`config.mk`:
```
export PLATFORM = sky130hd
export DESIGN_NAME = linear_interp_resampler
export DESIGN_NICKNAME = d
export VERILOG_FILES = /design/src/hdl/lir_pkg.sv /design/src/hdl/linear_interp_resampler.sv /design/src/hdl/lir_lerp_unit.sv
export SDC_FILE = /design/constraint.sdc
export NUM_CORES = 1
export LEC_CHECK = 0
export BUFFER_PORTS_ARGS = -buffer_cell sky130_fd_sc_hd__buf_2
export CAP_MARGIN = 5
export CORE_ASPECT_RATIO = 0.8
export CORE_UTILIZATION = 40
export DETAILED_ROUTE_END_ITERATION = 6
export GPL_TIMING_DRIVEN = 0
export PLACE_DENSITY = 0.66
export REMOVE_ABC_BUFFERS = 1
export SLEW_MARGIN = 25
export SYNTH_ARGS = -nofsm -noshare
export SYNTH_HDL_FRONTEND = slang
export SYNTH_SLANG_ARGS = --single-unit
```
`constraint.sdc`:
```
create_clock -name clk -period 11.14 [get_ports clk]
set_clock_uncertainty 0.05 [all_clocks]
set_input_delay 2.228 -clock clk [delete_from_list [all_inputs] [get_ports clk]]
set_output_delay 2.228 -clock clk [all_outputs]
set_load 0.05 [all_outputs]
```
`src/hdl/lir_pkg.sv`:
```
// Shared constants and types for the linear interpolation resampler.
`default_nettype none

package lir_pkg;

  localparam int SAMPLE_BITS_DEF = 16;
  localparam int FRAC_BITS_DEF   = 16;
  localparam int STEP_W          = 21;

  typedef enum logic [1:0] {
    ST_IDLE,
    ST_CHECK,
    ST_MUL,
    ST_EMIT
  } state_t;

endpackage

`default_nettype wire

```
`src/hdl/linear_interp_resampler.sv`:
```
// Linear interpolation sample-rate converter, top level.
//
// Input stream (s_axis_*): one signed sample per transfer in tdata, tlast on the
// final sample of a block. Output stream (m_axis_*): one interpolated sample per
// transfer, tlast on the final output of the block, tuser on the last output
// caused by a given input. Output k of a block sits at source position
// k*phase_step; phase_step (Q5.16 by default) is written through
// phase_step_we / phase_step_wdata; the user must write it only while the
// block is idle, as the block does not enforce this. It is clamped to the
// range 1/32 .. 16. Sequencing: a transfer is taken in the idle state, then a
// loop (position check, multiply, output load) runs once per output through
// the one shared multiplier, plus one check to end the input and one more
// when the last sample opens the tail. The opening sample of a block, when not
// flagged last, only loads the sample history and returns to idle.
// tready is high only while idle; a waiting output register does not block it.
// When the receiver stalls, the sequencer holds in the output-load step.
// Reset (rst, synchronous) empties the output, restarts the block at position
// zero and sets phase_step to 1.0.
`default_nettype none

module linear_interp_resampler #(
  parameter int SAMPLE_BITS = lir_pkg::SAMPLE_BITS_DEF,
  parameter int FRAC_BITS   = lir_pkg::FRAC_BITS_DEF,
  localparam int TDATA_W    = ((SAMPLE_BITS + 7) / 8) * 8
) (
  input  wire logic                      clk,
  input  wire logic                      rst,
  input  wire logic                      phase_step_we,
  input  wire logic [lir_pkg::STEP_W-1:0] phase_step_wdata,
  input  wire logic                      s_axis_tvalid,
  output logic                           s_axis_tready,
  input  wire logic [TDATA_W-1:0]        s_axis_tdata,   // sample_in, zero pad
  input  wire logic                      s_axis_tlast,   // last_sample
  output logic                           m_axis_tvalid,
  input  wire logic                      m_axis_tready,
  output logic [TDATA_W-1:0]             m_axis_tdata,   // sample_out, zero pad
  output logic                           m_axis_tlast,   // block_end
  output logic                           m_axis_tuser    // run_end
);

  import lir_pkg::*;

  localparam int POS_W = FRAC_BITS + 6;
  localparam logic [POS_W-1:0] ONE_POS = {5'b0, 1'b1, {FRAC_BITS{1'b0}}};
  localparam logic [POS_W-1:0] TWO_POS = {4'b0, 1'b1, {(FRAC_BITS+1){1'b0}}};
  localparam logic [31:0] STEP_MIN = 32'(1) << (FRAC_BITS - 5);
  localparam logic [31:0] STEP_MAX = 32'(1) << (FRAC_BITS + 4);
  localparam logic [STEP_W-1:0] STEP_RESET = STEP_W'(32'(1) << FRAC_BITS);

  state_t state, state_next;

  logic [STEP_W-1:0]             step_reg;
  logic [POS_W-1:0]              eff_step;
  logic [POS_W-1:0]              pos;
  logic [POS_W-1:0]              pos_step;
  logic                          have_prev;
  logic                          tail;
  logic                          last_q;
  logic signed [SAMPLE_BITS-1:0] prev;
  logic signed [SAMPLE_BITS-1:0] cur;
  logic signed [SAMPLE_BITS-1:0] lerp_y;

  logic                          out_valid;
  logic signed [SAMPLE_BITS-1:0] out_sample;
  logic                          out_run_end;
  logic                          out_block_end;

  logic take;
  logic pos_lt_one;
  logic mul_en;
  logic emit_go;
  logic run_end;

  // clamp the step to 1/32 .. 16
  always_comb begin
    if (32'(step_reg) < STEP_MIN) begin
      eff_step = STEP_MIN[POS_W-1:0];
    end else if (32'(step_reg) > STEP_MAX) begin
      eff_step = STEP_MAX[POS_W-1:0];
    end else begin
      eff_step = POS_W'(step_reg);
    end
  end

  assign pos_lt_one = (pos < ONE_POS);
  assign pos_step   = pos + eff_step;
  assign take       = s_axis_tvalid && s_axis_tready;

  // last output of this input: the loop leaves, and no tail follows
  always_comb begin
    if (tail) begin
      run_end = (pos_step >= ONE_POS);
    end else begin
      run_end = (pos_step >= ONE_POS) && !(last_q && (pos_step < TWO_POS));
    end
  end

  always_comb begin
    state_next = state;
    case (state)
      ST_IDLE: begin
        if (take && (have_prev || s_axis_tlast)) begin
          state_next = ST_CHECK;
        end
      end
      ST_CHECK: begin
        if (pos_lt_one) begin
          state_next = ST_MUL;
        end else if (!tail && last_q) begin
          state_next = ST_CHECK;
        end else begin
          state_next = ST_IDLE;
        end
      end
      ST_MUL: begin
        state_next = ST_EMIT;
      end
      ST_EMIT: begin
        if (!out_valid || m_axis_tready) begin
          state_next = ST_CHECK;
        end
      end
      default: begin
        state_next = ST_IDLE;
      end
    endcase
  end

  always_comb begin
    s_axis_tready = 1'b0;
    mul_en        = 1'b0;
    emit_go       = 1'b0;
    case (state)
      ST_IDLE:  s_axis_tready = 1'b1;
      ST_MUL:   mul_en        = 1'b1;
      ST_EMIT:  emit_go       = !out_valid || m_axis_tready;
      default: begin
      end
    endcase
  end

  always_ff @(posedge clk) begin
    if (rst) begin
      state <= ST_IDLE;
    end else begin
      state <= state_next;
    end
  end

  always_ff @(posedge clk) begin
    if (rst) begin
      step_reg <= STEP_RESET;
    end else if (phase_step_we) begin
      step_reg <= phase_step_wdata;
    end
  end

  // block position and sample history
  always_ff @(posedge clk) begin
    if (rst) begin
      have_prev <= 1'b0;
      pos       <= '0;
      tail      <= 1'b0;
    end else begin
      if (take) begin
        if (!have_prev) begin
          have_prev <= 1'b1;
          tail      <= s_axis_tlast;
        end else begin
          tail      <= 1'b0;
        end
      end else if (state == ST_CHECK && !pos_lt_one) begin
        if (!tail) begin
          pos <= pos - ONE_POS;
          if (last_q) begin
            tail <= 1'b1;
          end
        end else begin
          // end of block: start the next one at position zero
          have_prev <= 1'b0;
          pos       <= '0;
          tail      <= 1'b0;
        end
      end else if (emit_go) begin
        pos <= pos_step;
      end
    end
  end

  always_ff @(posedge clk) begin
    if (take) begin
      cur    <= $signed(s_axis_tdata[SAMPLE_BITS-1:0]);
      last_q <= s_axis_tlast;
      if (!have_prev) begin
        prev <= $signed(s_axis_tdata[SAMPLE_BITS-1:0]);
      end
    end else if (state == ST_CHECK && !pos_lt_one && !tail) begin
      prev <= cur;
    end
  end

  lir_lerp_unit #(
    .SAMPLE_BITS (SAMPLE_BITS),
    .FRAC_BITS   (FRAC_BITS)
  ) u_lerp (
    .clk    (clk),
    .mul_en (mul_en),
    .a      (prev),
    .b      (cur),
    .frac   (pos[FRAC_BITS-1:0]),
    .y      (lerp_y)
  );

  // output register: load on emit, drop on transfer
  always_ff @(posedge clk) begin
    if (rst) begin
      out_valid <= 1'b0;
    end else if (emit_go) begin
      out_valid <= 1'b1;
    end else if (m_axis_tready) begin
      out_valid <= 1'b0;
    end
  end

  always_ff @(posedge clk) begin
    if (emit_go) begin
      out_sample    <= lerp_y;
      out_run_end   <= run_end;
      out_block_end <= run_end && last_q;
    end
  end

  assign m_axis_tvalid = out_valid;
  assign m_axis_tdata  = TDATA_W'($unsigned(out_sample));
  assign m_axis_tlast  = out_block_end;
  assign m_axis_tuser  = out_run_end;

  a_block_end_ends_run: assert property (@(posedge clk) disable iff (rst)
    m_axis_tvalid && m_axis_tlast |-> m_axis_tuser)
    else $error("block end without run end");

  a_pos_zero_between_blocks: assert property (@(posedge clk) disable iff (rst)
    !have_prev |-> pos == '0)
    else $error("position not cleared between blocks");

  a_tail_repeats_sample: assert property (@(posedge clk) disable iff (rst)
    (state == ST_MUL) && tail |-> prev == cur)
    else $error("tail output would not repeat the last sample");

  a_emit_after_mul: assert property (@(posedge clk) disable iff (rst)
    (state == ST_MUL) |=> (state == ST_EMIT) && $past(pos_lt_one))
    else $error("multiply without a position below one");

endmodule

`default_nettype wire

```
`src/hdl/lir_lerp_unit.sv`:
```
// Shared interpolation unit: registered multiply, then add and truncate toward zero.
`default_nettype none

module lir_lerp_unit #(
  parameter int SAMPLE_BITS = lir_pkg::SAMPLE_BITS_DEF,
  parameter int FRAC_BITS   = lir_pkg::FRAC_BITS_DEF
) (
  input  wire logic                          clk,
  input  wire logic                          mul_en,
  input  wire logic signed [SAMPLE_BITS-1:0] a,
  input  wire logic signed [SAMPLE_BITS-1:0] b,
  input  wire logic        [FRAC_BITS-1:0]   frac,
  output logic signed      [SAMPLE_BITS-1:0] y
);

  import lir_pkg::*;

  localparam int PW = SAMPLE_BITS + FRAC_BITS + 2;

  logic signed [SAMPLE_BITS:0]   diff;
  logic signed [FRAC_BITS:0]     frac_s;
  logic signed [PW-1:0]          prod;
  logic signed [PW-1:0]          acc;
  logic        [PW-1:0]          acc_adj;

  assign diff   = $signed({b[SAMPLE_BITS-1], b}) - $signed({a[SAMPLE_BITS-1], a});
  assign frac_s = $signed({1'b0, frac});

  always_ff @(posedge clk) begin
    if (mul_en) begin
      prod <= diff * frac_s;
    end
  end

  // a*(1-f) + b*f rewritten as a*ONE + (b-a)*f
  assign acc = PW'($signed({a, {FRAC_BITS{1'b0}}})) + prod;

  // bias negatives so the shift truncates toward zero
  always_comb begin
    if (acc[PW-1]) begin
      acc_adj = acc + PW'({FRAC_BITS{1'b1}});
    end else begin
      acc_adj = acc;
    end
  end

  assign y = acc_adj[FRAC_BITS+SAMPLE_BITS-1:FRAC_BITS];

endmodule

`default_nettype wire

```
==> impl_metrics.tcl <==
set metrics [dict create \
    layout.area.seq_um2 3515 \
    largest_register_ffs 34 \
    ys_types 67 \
    yosys.area.top_type_share_pct 30.08 \
    cts_buffers 17 \
    multi_input_area_um2 13180 \
    clockBufferDepth 2 \
    arrival_ns 9.58 \
    placed_area_um2 19390 \
    crit_fanout 16 \
    critPathTopFamily "adder cells" \
    diodes 0 \
    post_cts_buffers 0 \
    ctsResizeCount 0 \
    wl_per_cell_um 15.95 \
    power_density_nw_per_um2 118.8 \
    coreArea_um2 44810 \
    start_util_pct 40.84 \
    die-area_um2 46610 \
    die_w_um 241.1 \
    ff2ff_setup_slack_ns 1.73 \
    track_usage_pct 18.66 \
    ys_top_cells_by_area "fa_1, edfxtp_1, ha_1" \
    grt_max_degree 49 \
    reg2reg_depth 29 \
    critical_path.most_common_cell "fa_1" \
    maxCapViolCount 0 \
    ys.warnings.count 0 \
    min_period_over_period_pct 84.43 \
    grt_pass1_vias 13750 \
    cts_sinks 133 \
    htreeDepth 4 \
    ys.flop_type "edfxtp_1" \
    dp_hpwl_um 33650 \
    die_y_um 193.3 \
    ant_nets 0 \
    hold_violations 0 \
    cts_tree "built" \
    viasPerCell 5.085 \
    cts_root_buf "clkbuf_16" \
    grt_pass1_wl_um 69100 \
    timing.slew.headroom_pct 26.65 \
    rsz0062_at_grt "no" \
    synth_cells 1955 \
    final_cell_area_um2 19980 \
    drt-total-wl_um 41480 \
    vdd_drop_max_v 0.0001558 \
    syn_area_um2 18300 \
    async_flop_share_pct 0 \
    synth-edff-count 85 \
    drive_above_1_share_pct 7.808 \
    seq_area_frac_synth_pct 19.20 \
    worst_path_largest_cell_delay_ns 0.73 \
    pin_count 63 \
    slew_violations 0 \
    placed_cells 2569 \
    cp_num_buf_inv 4 \
    cellLeakagePower_nw 9.462 \
    clk_pin_slew_ns 0.07 \
    crit_required_ns 11.31 \
    nets 2451 \
    io_buffer_count 62 \
    gp_congestion 0.8311 \
    rows 69 \
    finalSetupViolations 0 \
    num_vias 13230 \
    drtIter0Drc 787 \
    r2r-start "prev[1]" \
    yosys.area.top_type "fa_1" \
    synth_area_per_cell_um2 9.361 \
    clock_latency_ns 0.43 \
    instances_no_fill 2601 \
    netlist_top_cells_count "inv_1, fa_1, nand2_1" \
    max_slew.worst_pin.slew_ns 1.099 \
    overflow 0 \
    synth-seq-cells 133 \
    hp-start "step_reg[14]" \
    worstSetupPathType "reg -> reg" \
    status "finished, final reports clean" \
    period_needed_ns 9.406 \
    hp-class "reg -> reg" \
    hold_buffers 0 \
    end_kind "register" \
    holdPathStages 2 \
    yosysMostFrequentCell "inv_1" \
    area_growth_pct 9.155 \
    start_kind "register" \
    r2r-end "u_lerp.prod[31]" \
    fin_setup_tns_ns 0 \
    antenna_found_initial 0 \
    nFillCells 4281 \
    drc 0 \
    drt_pre_antenna_iters 5 \
    hold-path-endpoint "step_reg[14]" \
    slowest_stage "xor2_2" \
    fmax_mhz 106.3 \
]
per-stage QoR:
| step | utilization (%) | worst slack (ns) | hold slack (ns) | total power [W] |
|---|---|---|---|---|
| 4_1_cts | 44.58 | 1.752 | 0.4740 | 0.002385 |
| 3_3_place_gp | 42.67 | 0.5314 | 0.4431 | 0.001700 |
| 6_report | 44.58 | 1.734 | 0.4659 | 0.002373 |
| 5_1_grt | 44.58 | 1.134 | 0.4944 | 0.002533 |
| 2_1_floorplan | - | 3.219 | 0.4226 | 0.001384 |
| 3_5_place_dp | 43.28 | 1.798 | 0.4571 | 0.001824 |
logic make-up after synthesis:
| kind of cell | after synthesis | share of synthesized area, % |
|---|---|---|
| adder cells (fa/ha/maj) | 423 | 40.20 |
| XOR/XNOR | 109 | 5.217 |
| AO/OA/AOI/OAI | 253 | 9.340 |
| buffers and inverters | 456 | 9.360 |
| flip-flops | 133 | 19.20 |
| AND/OR/NAND/NOR | 546 | 14.67 |
| multiplexers | 35 | 2.010 |
tightest hold or removal path, stage by stage, from the launching register on:
cell     delay [ns]
dfxtp_1        0.34
mux2i_1        0.07
nor2_1         0.07
how the worst max path moves through the flow:
stage,start,end,slack (ns),cells past startpoint
2_1_floorplan,prev[1],u_lerp.prod[31],3.22,31
3_3_place_gp,prev[1],u_lerp.prod[33],0.53,30
3_5_place_dp,prev[1],u_lerp.prod[33],1.80,29
4_1_cts,prev[1],u_lerp.prod[31],1.75,29
5_1_grt,prev[1],u_lerp.prod[33],1.13,30
6_report,prev[1],u_lerp.prod[31],1.73,29
layout by cell type, fill, tap and decap left out, types with 14 or more instances in the layout:
| master | count |
|---|---|
| nand2b_1 | 20 |
| xnor2_1 | 77 |
| clkbuf_16 | 18 |
| nand3_1 | 23 |
| mux2i_1 | 21 |
| edfxtp_1 | 85 |
| xor2_1 | 20 |
| ha_1 | 147 |
| dfxtp_1 | 47 |
| nor2b_1 | 49 |
| nor3_1 | 14 |
| mux2_2 | 14 |
| inv_1 | 390 |
| a21oi_1 | 84 |
| and2_1 | 113 |
| a22oi_1 | 16 |
| fa_1 | 275 |
| buf_2 | 62 |
| nor2_1 | 97 |
| nand2_1 | 185 |
| o21ai_0 | 36 |
| a21o_1 | 23 |
metal layers:
metal / track usage (%) / vias to the layer above / share of wire, %
li1: - / 6257 / -
met5: 0 / - / 0
met3: 3.196 / 46 / 5.9
met2: 30.63 / 353 / 47
met4: 3.422 / 0 / 1.6
met1: 25.96 / 6570 / 46
report_power, final:
part / switching [W] / internal [W] / total [W]
combinational: 0.000749 / 0.000421 / 0.00117
clock: 0.000243 / 0.000308 / 0.000551
sequential: 0.0000485 / 0.000603 / 0.000652
cell type report:
type	instances	area share, %
clock inverter	14	0.6514
sequential	133	17.59
clock buffer	18	2.255
inverter	391	7.347
tap	603	3.777
timing repair buffer	76	2.386
multi-input combinational	1366	65.99
Note: power is estimated with default switching activity, not from simulation.
